**src/sv/tbt_divider.sv**
```systemverilog
`default_nettype none
module tbt_divider #(
    parameter int NUM_BITS = 12,
    parameter int REM_W    = 9,
    parameter int STEPS    = 4
) (
    input  wire logic                clk,
    input  wire logic                en,
    input  wire logic [REM_W-1:0]    rem_in,
    input  wire logic [NUM_BITS-1:0] num_in,
    input  wire logic [REM_W-1:0]    divisor,
    output logic      [NUM_BITS-1:0] quo,
    output logic      [REM_W-1:0]    rem
);
    localparam int STAGES = NUM_BITS / STEPS;

    logic [REM_W-1:0]    rem_reg   [STAGES];
    logic [NUM_BITS-1:0] work_reg  [STAGES];
    logic [REM_W-1:0]    rem_next  [STAGES];
    logic [NUM_BITS-1:0] work_next [STAGES];

    // restoring division, STEPS quotient bits per stage
    always_comb
    begin
        logic [REM_W-1:0]    r;
        logic [REM_W:0]      sh;
        logic [NUM_BITS-1:0] w;
        for (int s = 0; s < STAGES; s++)
        begin
            if (s == 0)
            begin
                r = rem_in;
                w = num_in;
            end
            else
            begin
                r = rem_reg[s-1];
                w = work_reg[s-1];
            end
            for (int k = 0; k < STEPS; k++)
            begin
                sh = {r, w[NUM_BITS-1]};
                w  = {w[NUM_BITS-2:0], 1'b0};
                if (sh >= {1'b0, divisor})
                begin
                    sh   = sh - {1'b0, divisor};
                    w[0] = 1'b1;
                end
                r = sh[REM_W-1:0];
            end
            rem_next[s]  = r;
            work_next[s] = w;
        end
    end

    always_ff @(posedge clk)
    begin
        if (en)
        begin
            for (int s = 0; s < STAGES; s++)
            begin
                rem_reg[s]  <= rem_next[s];
                work_reg[s] <= work_next[s];
            end
        end
    end

    assign quo = work_reg[STAGES-1];
    assign rem = rem_reg[STAGES-1];
endmodule
`default_nettype wire

```
**config.mk**
```make
export PLATFORM = sky130hd
export DESIGN_NAME = tbt_divider
export DESIGN_NICKNAME = d
export VERILOG_FILES = /design/src/sv/tbt_divider.sv
export SDC_FILE = /design/constraint.sdc
export NUM_CORES = 1
export LEC_CHECK = 0
export ABC_CLOCK_PERIOD_IN_PS = 12900
export BUFFER_PORTS_ARGS = -buffer_cell sky130_fd_sc_hd__buf_4
export CAP_MARGIN = 20
export CORE_MARGIN = 2
export CORE_UTILIZATION = 63
export DETAILED_ROUTE_END_ITERATION = 10
export PLACE_DENSITY = 0.83
export SYNTH_ARGS = -nofsm -noshare
export SYNTH_HDL_FRONTEND = slang
export SYNTH_SLANG_ARGS = --single-unit
```
**constraint.sdc**
```tcl
create_clock -name clk -period 12.9 [get_ports clk]
set_clock_uncertainty 0.1 [all_clocks]
set_input_delay 1.29 -clock clk [delete_from_list [all_inputs] [get_ports clk]]
set_output_delay 1.29 -clock clk [all_outputs]
set_load 0.01 [all_outputs]
```
Word-level counts from Yosys, hierarchy flattened
Memories as Yosys holds them, arrays and structs flattened.
Cells that the tools add are included.
{"block": "op_classes", "addsub": 12, "magnitude_cmp": 12, "n_mux": 26}
{"operator": "$ge 10x9->1", "count": 12}
{"operator": "$mux 9", "count": 12}
{"operator": "$sub 9x9->9", "count": 12}
{"operator": "$mux 1", "count": 14}
{"block": "totals", "reg_bits": 0, "ram_bits": 63, "inputBits": 32, "output_inout_bits": 21, "elab_cells": 52, "n_memories": 2}
{"name": "work_reg", "depth": 3, "width": 12, "read_ports": 3, "rd_clocked_by_memory_dff": 0, "wr": 3, "line_no": "18", "source": "logic [NUM_BITS-1:0] work_reg [STAGES];"}
{"name": "rem_reg", "depth": 3, "width": 9, "read_ports": 3, "rd_clocked_by_memory_dff": 0, "wr": 3, "line_no": "17", "source": "logic [REM_W-1:0] rem_reg [STAGES];"}

Depth between registers and ports, before layout
{"block": "depth", "depth_word": 8, "ltp_mapped": 40, "depth_no_buf": 38}

Worst setup path before layout
No wires, ideal clock.
{"block": "synth_path", "path_kind": "in2reg", "from": "input port divisor[1]", "to": "memory rem_reg[0][3] (data pin)", "setup_time_ps": 261, "arrival_time_ps": 9413, "required_time_ps": 12539, "slack_ps": 3126, "stages": 35, "n_path_buf": 2, "path_cell_list": "inv_1 fa_1 a21o_1 a21oi_1 a21o_1 nand2_1 clkbuf_1 mux2_2 ha_1 nor2b_1 o21a_1 o311ai_0 o211a_1 inv_1 buf_2 mux2_2 ha_1 a21oi_1 nor2_1 a211oi_1 a31oi_1 a211oi_1 clkinv_1 nor2_1 a21oi_1 fa_1 a21o_1 a211oi_1 o221ai_1 a21oi_1 o21ai_0 nor3_1 a31o_2 inv_1 a221o_1"}
{"element": "start, declared", "line_no": "11", "source": "input wire logic [REM_W-1:0] divisor,"}
{"element": "end, declared", "line_no": "17"}

==> summary.txt <==
Status
  • Status: complete, no violations

Drt
  • Starting DRC count in detailed routing: 433
  • WL final: 20200 um
  • DRC Markers: 0
  • Vias per cell: 6.43
  • First-pass DRT Iterations: 5
  • Vias: 6809
  • DR WL/cell: 19.1 um
  • Antenna Nets Post-Route: 0

Worst setup path
  • R2R Setup Slk: 3750 ps
  • Crit path top cell by count: inv_1
  • FF-to-FF Start: work_reg[0][23]
  • Worst setup path startpoint: divisor[4]
  • Worst reg2reg endpoint: rem_reg[0][21]
  • CP Max Fanout: 13
  • CP endpoint: rem_reg[0][5]
  • CP peak stage delay: 710 ps
  • Critical path arrival: 10830 ps
  • Critical path startpoint category: input pin
  • Critical-path cell with the highest stage delay: nor3_1
  • R2R depth: 33
  • WS Path Type: input pin to flip-flop
  • Required time of the critical path: 12880 ps
  • Critical path endpoint category: flip-flop

GRT
  • Initial antenna violation count: 0
  • First-pass GRT wire length: 32500 um
  • Grt ovf: 0
  • Number of global-route vias before repair: 6863
  • Largest net degree at the start of global routing: 64
  • Gr usage total: 30.8%

Hold path
  • Min-Delay Path Class: flip-flop to flip-flop
  • Hold Path Stages: 0

Timing
  • Final setup viols: 0
  • Rel. slew slack: 44.9%
  • Final worst-path cycle share: 84.1%
  • Tightest Pin Transition: 827 ps
  • FMAX: 92.2 MHz
  • RSZ-0062 raised after global routing: no
  • Fin. Hold Viols: 0
  • Fin crit period: 10850 ps
  • Final setup TNS: 0 ps
  • Slew Viols, Final: 0

Floorplanning
  • Ports: 53
  • Initial Utilization: 65.2%
  • Die area: 13400 sq um
  • Placeable Area: 12100 sq um
  • Die span in x: 116 um
  • Rows: 40
  • Height of the die: 116 um

Placement
  • DP Wirelength: 14900 um
  • Port Buffer Count: 52
  • Gpl congestion: 0.971

Logic synthesis
  • Post-Syn Area: 7900 sq um
  • Mapped Cells: 846
  • Top cells by area, synth: edfxtp_1 24%, ha_1 17%, mux2_2 6.1%
  • Post-synth EDFFs: 63
  • Yosys Warn Count: 0
  • Syn Nets: 998
  • Async S/R FF share, synth: 0%
  • Post-synthesis sequential area ratio: 24.0%
  • Top cells by count, synth: 108 x ha_1, 63 x edfxtp_1, 60 x inv_1, 59 x a21oi_1
  • Top cell type's share of synthesized area: 24.0%
  • Post-synth cell types: 68
  • Syn_area_per_cell: 9.33 sq um
  • Top-count cell post-synth: ha_1
  • FF+latch count, synth: 63
  • Main synth FF type: edfxtp_1
  • Top cell type by total area after synthesis: edfxtp_1

Clock tree
  • Post-CTS Setup Bufs: 0
  • Clock Root Buffer: clkbuf_16
  • Post-CTS Hold Fix Bufs: 0
  • Post_cts resized: 0
  • TritonCTS clock tree: done
  • Worst-path clk slew: 60 ps
  • Inserted Clock Buffers: 9
  • Clock Latency Late Sink: 340 ps
  • Clock Tree Buf Depth: 2
  • H-Tree Level Count: 3
  • CTS Sinks: 63

Finish
  • Antenna diodes: 0
  • Share of cells above drive strength 1: 16.0%
  • Net total in the final layout: 1038
  • Area grow syn2layout: 10.2%
  • Max reg flops: 36

Flow run
  • Max-Cap Viols: 0
==> layout make-up <==
| cell class | count | area [sq um] |
|---|---|---|
| clock inverter | 7 | 120 |
| clock buffer | 9 | 225 |
| tap | 168 | 210 |
| inverter | 62 | 233 |
| timing repair buffer | 58 | 435 |
| multi-input combinational | 692 | 5580 |
| sequential | 63 | 1890 |
| fill | 929 | 3410 |
==> kinds of logic (layout without fill, tap and decap cells) <==
logic type | count (synthesis) | after routing | synth area share, %
AOI/OAI and AO/OA | 234 | 234 | 21.2
xor gates and xnor gates | 62 | 62 | 6.88
DFF | 63 | 63 | 24.0
and+or+nand+nor | 213 | 213 | 13.3
buffers and inverters | 91 | 136 | 5.34
muxes | 63 | 63 | 9.19
adders and majority gates | 120 | 120 | 20.2
==> metal layers <==
metal  GRT usage [%]  part of all wire, %  vias to the layer above
met4            15.2                  4.3                        0
met2            56.1                   51                      269
met1            35.3                   39                     3209
met5               0                    0                        -
li1                -                    -                     3254
met3            4.34                  5.7                       77
==> stage by stage <==
stage | cell area (sq um) | setup slack [ps] | hold WS [ps] | cells | utilization [%]
finish | 8700 | 2050 | 320 | 1059 | 71.8
global route | 8700 | 1310 | 332 | 1059 | 71.8
CTS | 8700 | 2160 | 322 | 1059 | 71.8
detailed placement | 8350 | 1860 | 314 | 1043 | 69.0
global placement | 8350 | 2400 | 302 | 1043 | 69.0
floorplan | 7900 | 3130 | 300 | 846 | -
==> cell usage in the layout (no fill, tap or decap), types with 32 or more instances in the layout <==
cell,count
nand2_1,54
o21ai_0,35
a21oi_1,59
xnor2_1,32
nor2_1,54
edfxtp_1,63
ha_1,108
mux2_2,43
inv_1,60
buf_4,58
==> how the worst min path moves through the flow <==
stage	start	end	slack, ps
2_1_floorplan	work_reg[0][0]	work_reg[0][16]	300
3_3_place_gp	work_reg[0][12]	work_reg[0][28]	300
3_5_place_dp	work_reg[0][15]	work_reg[0][31]	310
4_1_cts	work_reg[0][16]	work_reg[0][32]	320
5_1_grt	work_reg[0][13]	work_reg[0][29]	330
6_report	work_reg[0][16]	work_reg[0][32]	320
==> worst max-delay path: cells and delay by family <==
family	cells	cell delay, ps
AOI/OAI and AO/OA	17	4320
muxes	1	400
and+or+nand+nor	7	1880
buffers and inverters	6	1460
adders and majority gates	4	1460
Power is left out: the tool's default activity adds up to more than one toggle a clock period on the data nets, which glitch-free logic cannot reach.
