--- src/sv/tbt_pkg.sv ---
`default_nettype none
package tbt_pkg;

    localparam int GRID_DIM_DEF = 64;

    localparam int COORD_W = 12;
    localparam int PIX_W   = 16;
    localparam int GIDX_W  = 6;
    localparam int GVAL_W  = 24;
    localparam int LEVEL_W = 16;
    localparam int TILE_W  = 9;
    localparam int MULT_W  = 12;
    localparam int SUM_W   = 32;
    localparam int CFG_IDX_W = 1;
    localparam int CFG_VAL_W = 12;

    localparam int TILE_MIN = 2;
    localparam int TILE_MAX = 256;
    localparam logic [TILE_W-1:0] TILE_RESET = 9'd64;
    localparam logic [MULT_W-1:0] MULT_RESET = 12'd768;

    localparam logic [1:0] OP_CLASSIFY = 2'd0;
    localparam logic [1:0] OP_WR_BG    = 2'd1;
    localparam logic [1:0] OP_WR_SIG   = 2'd2;
    localparam logic [1:0] OP_NONE     = 2'd3;

    localparam logic [CFG_IDX_W-1:0] CFG_TILE_SIZE  = 1'b0;
    localparam logic [CFG_IDX_W-1:0] CFG_SIGMA_MULT = 1'b1;

    typedef struct packed {
        logic [1:0]         op;
        logic [COORD_W-1:0] pixel_x;
        logic [COORD_W-1:0] pixel_y;
        logic [PIX_W-1:0]   pixel_value;
        logic [GIDX_W-1:0]  grid_col;
        logic [GIDX_W-1:0]  grid_row;
        logic [GVAL_W-1:0]  grid_value;
    } item_t;

    typedef struct packed {
        logic [LEVEL_W-1:0] background_level;
        logic [LEVEL_W-1:0] sigma_level;
        logic               above;
        logic               out_of_grid;
    } result_t;

    typedef struct packed {
        logic [CFG_IDX_W-1:0] index;
        logic [CFG_VAL_W-1:0] value;
    } cfg_t;

endpackage
`default_nettype wire

--- src/sv/tbt_plane.sv ---
`default_nettype none
module tbt_plane
    import tbt_pkg::*;
(
    input  wire logic                    clk,
    input  wire logic                    en,
    input  wire logic [2:0][GVAL_W-1:0]  corner,
    input  wire logic [2:0][TILE_W-1:0]  weight,
    output logic      [SUM_W-1:0]        sum
);
    localparam int PROD_W = GVAL_W + TILE_W;

    logic [2:0][PROD_W-1:0] prod_reg;
    logic [SUM_W-1:0]       sum_reg;
    logic [PROD_W:0]        sum_next;

    // weights add up to the tile size, so the sum fits SUM_W
    assign sum_next = (PROD_W+1)'(prod_reg[0]) + (PROD_W+1)'(prod_reg[1])
                    + (PROD_W+1)'(prod_reg[2]);

    always_ff @(posedge clk)
    begin
        if (en)
        begin
            for (int i = 0; i < 3; i++)
            begin
                prod_reg[i] <= PROD_W'(corner[i]) * PROD_W'(weight[i]);
            end
            sum_reg <= sum_next[SUM_W-1:0];
        end
    end

    assign sum = sum_reg;
endmodule
`default_nettype wire

--- config.mk ---
export PLATFORM = sky130hd
export DESIGN_NAME = tbt_plane
export DESIGN_NICKNAME = d
export VERILOG_FILES = /design/src/sv/tbt_pkg.sv /design/src/sv/tbt_plane.sv
export SDC_FILE = /design/constraint.sdc
export NUM_CORES = 2
export LEC_CHECK = 0
export CAP_MARGIN = 20
export CORE_ASPECT_RATIO = 1.25
export CORE_MARGIN = 5
export CORE_UTILIZATION = 40
export CTS_CLUSTER_SIZE = 24
export DETAILED_ROUTE_END_ITERATION = 16
export DONT_BUFFER_PORTS = 1
export GPL_ROUTABILITY_DRIVEN = 1
export GPL_TIMING_DRIVEN = 0
export PLACE_DENSITY_LB_ADDON = 0.15
export RECOVER_POWER = 50
export SYNTH_ARGS = -nofsm -noshare
export SYNTH_HDL_FRONTEND = slang
export SYNTH_SLANG_ARGS = --single-unit
--- constraint.sdc ---
create_clock -name clk -period 4.87 [get_ports clk]
set_input_delay 0 -clock clk [delete_from_list [all_inputs] [get_ports clk]]
set_output_delay 0 -clock clk [all_outputs]
set_load 0.03 [all_outputs]
== Word level (Yosys, flattened, before mapping) ==
Index checks and enable logic that the tools add are counted.

* Add/subtract/negate cells: 2
* $mul: 3

{| class="wikitable"
|+ Operators by type and width
! operator !! count
|-
| multiplier 24 x 9 -> 32 bit || 3
|-
| adder 32 bit || 2
|}

* Bits in registers: 128
* Input port bits: 101
* Output and inout bits: 32
* Word-level logic and storage cells: 9

== Depth between registers and ports, before layout ==
* Word-level depth: 2
* Mapped depth: 20
* Depth with buffers taken out: 19

== Worst setup path after synthesis ==
No wires, ideal clock.

* Path type: input to register
* From: in weight[18] (netlist name)
* To: reg prod_reg[97] (netlist name), data pin
* Library setup time: 0.260 ns
* Data arrival time: 4.288 ns
* Data required time: 4.610 ns
* Path slack: 0.322 ns
* Cell stages on the path: 18
* Buffers on the path: 1
* Path through: clkbuf_1 nand2_1 fa_1 inv_1 fa_1 fa_1 inv_1 fa_1 inv_1 ha_1 a21oi_1 o21ai_1 a31o_1 a31o_1 a221o_1 a41oi_2 o21ai_1 xnor2_1

* Longest elaborated chain between the ends: 1

{| class="wikitable"
|+ Ends and longest elaborated chain
! item !! line !! text
|-
| start: declaration || tbt_plane.sv:8 || <nowiki>input wire logic [2:0][TILE_W-1:0] weight,</nowiki>
|-
| multiplier 24 x 9 -> 32 bit || tbt_plane.sv:27 || <nowiki>prod_reg[i] <= PROD_W'(corner[i]) * PROD_W'(weight[i]);</nowiki>
|-
| end signal: indexed assignment || tbt_plane.sv:27 ||
|-
| end: declaration || tbt_plane.sv:13 || <nowiki>logic [2:0][PROD_W-1:0] prod_reg;</nowiki>
|}

No other way between the ends.
A chain may end at the register's enable or synchronous reset.

== Worst setup path after layout ==
* From: in weight[19] (netlist name)
* To: reg prod_reg[95] (netlist name), data pin

The elaborated chain is that of the path after synthesis.

==> run metrics <==
flip-flop and latch count after synthesis=around 130; ANT nets after route=0; ys flop type=sky130_fd_sc_hd__edfxtp_1; drt initial violations=roughly 930; post-synthesis share of cell area spent on and, or, nand and nor gates=16.8%; number of cells on the worst reg-to-reg path=14; post-synth top area share=38.1%; RD Place Congestion=0.897; arrival time worst endpoint=about 4900 ps; startpoint class of the critical path=input pin; worst hold path cell count=3; number of warnings printed during yosys synthesis=0; share of final-layout standard cells stronger than drive strength 1=a little over 3%; largest family of logic cells by synthesized area=adder cells; slew of the pin with the lowest slew margin=about 3200 ps; final critical-path required period=~4700 ps; 1st-pass router iterations=5; parity-gate share of the synthesized area counting xor and xnor cells=under 10%; post-synthesis sequential area ratio=about 15%; max reg flops=between 90 and 100; wire length of the first global-routing pass=about 110000 um; Slew Limit Fails=between 100 and 150; Vert. Die Dim=~300 um; Pleak=13.4 nW; setup-violating endpoint count in the final report=0; distinct cell type count of the synthesized netlist=66; critical path class=input pin to flip-flop; Via Count=between 15000 and 20000; most used routing layer in global routing=met2; Cells after Synth=roughly 2700; worst reg2reg startpoint=prod_reg[33]; largest net degree at the start of global routing=around 130; number of flops mapped to enable cells by yosys=roughly 130; run status=complete, but fails checks; Std-Cell Rows=roughly 100; Final Hold Vio Count=0; final-stage net count=3540; placed cells=around 3600; IO Port Bufs=0; violated checks=capacitance limit, slew limit; worst r2r dst=sum[31]; post-synthesis compound-gate area fraction=under 10%; die width=238 um; residual overflow from global routing=0; synthesized net count=about 3500; clock latency reported for the late side of the worst-skew pair=420 ps; max-slew headroom at the worst pin=-115%; most area-consuming cells after synthesis=sky130_fd_sc_hd__fa_1 38%, sky130_fd_sc_hd__edfxtp_1 15%, sky130_fd_sc_hd__and2_1 9.1%, sky130_fd_sc_hd__ha_1 8.8%, sky130_fd_sc_hd__inv_1 8.2%; multiplexer share of the synthesized area=0%; Required @ worst endpoint=slightly above 5000 ps; number of vias per cell=between 5 and 6; final standard cell utilization of the core=a little over two fifths; RSZ-0062 raised after global routing=true; total placed instance area=27000 um2; number of post-CTS setup repair buffers=0; clock tree from TritonCTS=yes; root buffer cell=sky130_fd_sc_hd__clkbuf_16; floorplan die area=~70000 um2; mapped cell area=~26000 um2; I/O pin total=roughly 130; post-synth top area cell=sky130_fd_sc_hd__fa_1; worst-case clock buffer depth=2; Final period util=between 90 and 100%; power density normalized to cell area=about 750 nW/um2; clock transition at the registers of the reported paths=60 ps; Final Routed Wirelength=between 60000 and 70000 um; Final HPWL DP=55400 um; cts bufs inserted=17; relative area change from synthesis to final layout=6.83%; type of destination of the critical path=flip-flop; asr flop ratio synth=0%; sink count of the clock tree=128; number of global-route vias before repair=approximately 20000; internal reg-to-reg setup slack=between 1000 and 1500 ps; area of all placed cells without fillers=~28000 um2; number of design rule violations left after detail routing=0; CORE AREA=roughly 64000 um2; largest voltage drop on the vdd net=0.502 mV; Total Power=approximately 21 mW; Inserted Diodes=0; met3 routing resource usage after global routing=under 10%; peak clock frequency supported by timing=between 200 and 250 MHz; worst hold-check slack=about 8.4 ps; Hold Path End=prod_reg[64]; Initial Utilization=between 40% and 50%; max-capacitance violation count=1; Worst Skew=~15 ps; Hold WC Path Type=input pin to flip-flop; Avg Inst Size Synth=around 9.5 um2; met1 track demand over resource=about 23%; H-tree level count=4; number of fillers in the final layout=roughly 6400; Cell Count, Final, Fillers Out=3622; Total GRT Usage=19.1%; post-synthesis share of cell area spent on full adders, half adders and majority gates=a little under half; largest fanout on the critical path=10; HP Start=weight[17]; fraction of met2 tracks used by global routing=between 30% and 40%; drt wl/cell=around 18 um; antenna violations before repair=1
-- cells in the mapped netlist, types with 15 or more instances --
cell type and n:
sky130_fd_sc_hd__ha_1 183, sky130_fd_sc_hd__nor2b_1 15, sky130_fd_sc_hd__xor2_1 31, sky130_fd_sc_hd__nand3_1 15, sky130_fd_sc_hd__nor2_1 48, sky130_fd_sc_hd__inv_1 566, sky130_fd_sc_hd__a21o_1 46, sky130_fd_sc_hd__edfxtp_1 128
sky130_fd_sc_hd__o21a_1 17, sky130_fd_sc_hd__fa_1 494, sky130_fd_sc_hd__and2_1 377, sky130_fd_sc_hd__nand2_1 334, sky130_fd_sc_hd__clkbuf_1 76, sky130_fd_sc_hd__a21oi_1 88, sky130_fd_sc_hd__o21ai_0 45, sky130_fd_sc_hd__xnor2_1 86
-- cell families after synthesis --
group,after synthesis
AOI/OAI and AO/OA,314
xor gates and xnor gates,117
adders and majority gates,677
buffers and inverters,645
DFF,128
and+or+nand+nor,849
-- cells in the final DEF (no fill, tap or decap), types with 8 or more instances in the layout --
cell,Yosys,final
sky130_fd_sc_hd__o211ai_1,13,13
sky130_fd_sc_hd__o21bai_1,10,10
sky130_fd_sc_hd__and2_1,377,376
sky130_fd_sc_hd__dlygate4sd3_1,0,12
sky130_fd_sc_hd__nand2_1,334,334
sky130_fd_sc_hd__edfxtp_1,128,128
sky130_fd_sc_hd__nor2_1,48,48
sky130_fd_sc_hd__nand4_1,13,13
sky130_fd_sc_hd__nand3_1,15,15
sky130_fd_sc_hd__clkbuf_16,0,17
sky130_fd_sc_hd__o21ai_0,45,45
sky130_fd_sc_hd__a31oi_1,13,13
sky130_fd_sc_hd__nand2b_1,10,10
sky130_fd_sc_hd__o21ai_1,13,13
sky130_fd_sc_hd__ha_1,183,183
sky130_fd_sc_hd__inv_1,566,566
sky130_fd_sc_hd__nor3_1,11,11
sky130_fd_sc_hd__clkbuf_1,76,54
sky130_fd_sc_hd__a21oi_1,88,88
sky130_fd_sc_hd__fa_1,494,494
sky130_fd_sc_hd__a21o_1,46,46
sky130_fd_sc_hd__xor2_1,31,31
sky130_fd_sc_hd__clkbuf_2,0,22
sky130_fd_sc_hd__xnor2_1,86,86
sky130_fd_sc_hd__o21a_1,17,17
sky130_fd_sc_hd__a21oi_2,8,8
sky130_fd_sc_hd__nor2b_1,15,15
-- metrics by stage --
stage	worst slack (ps)	TNS, ps
floorplan	322	0
global placement	-383	-3550
detailed placement	-417	-3900
CTS	40.8	0
global route	-91.2	-91.2
finish	126	0
-- worst max path at each step --
stage	startpoint	to	slack (ps)	cells after the start
after floorplan	weight[18]	prod_reg[97]	320	18
after global placement	weight[24]	prod_reg[95]	-380	18
after detailed placement	weight[24]	prod_reg[95]	-420	18
after CTS	weight[18]	prod_reg[95]	40	18
after global routing	weight[26]	prod_reg[95]	-90	18
final	weight[19]	prod_reg[95]	130	18
-- worst max-delay path: stages --
cell	delay, ps
sky130_fd_sc_hd__buf_1	410
sky130_fd_sc_hd__nand2_1	150
sky130_fd_sc_hd__fa_1	520
sky130_fd_sc_hd__inv_1	50
sky130_fd_sc_hd__fa_1	480
sky130_fd_sc_hd__fa_1	550
sky130_fd_sc_hd__inv_1	50
sky130_fd_sc_hd__fa_1	480
sky130_fd_sc_hd__inv_1	40
sky130_fd_sc_hd__ha_1	320
sky130_fd_sc_hd__o21ai_1	180
sky130_fd_sc_hd__nand2b_2	80
sky130_fd_sc_hd__a31oi_2	280
sky130_fd_sc_hd__o21ai_2	130
sky130_fd_sc_hd__a41o_1	290
sky130_fd_sc_hd__a311oi_2	420
sky130_fd_sc_hd__o221ai_2	150
sky130_fd_sc_hd__xnor2_1	340
-- timing repair --
item,4_1_cts,5_1_grt
resized for setup,1,41
setup endpoints to repair,1,12
hold buffers,13,0
endpoints found under the hold margin,133,0
-- routing by layer --
metal  wire length (um)  part of all wire [%]
met5                  0                     0
met4               2020                   3.1
met3               2930                   4.5
met2              34400                    53
met1              25900                    40
-- final cells by class --
type | instances | area (um2) | share of cell area (%)
Clock inverter | 14 | 134 | 0.483
Clock buffer | 17 | 425 | 1.53
Inverter | 566 | 2120 | 7.66
Sequential cell | 128 | 3840 | 13.9
Multi-Input combinational cell | 1957 | 19700 | 71.0
Tap cell | 848 | 1060 | 3.83
Buffer | 79 | 327 | 1.18
Timing Repair Buffer | 13 | 125 | 0.451
-- power breakdown --
part	switching (mW)	internal, mW
Clock	0.519	0.707
Combinational	9.48	6.75
Sequential	0.705	2.73
Note: power is estimated with default switching activity, not from simulation.
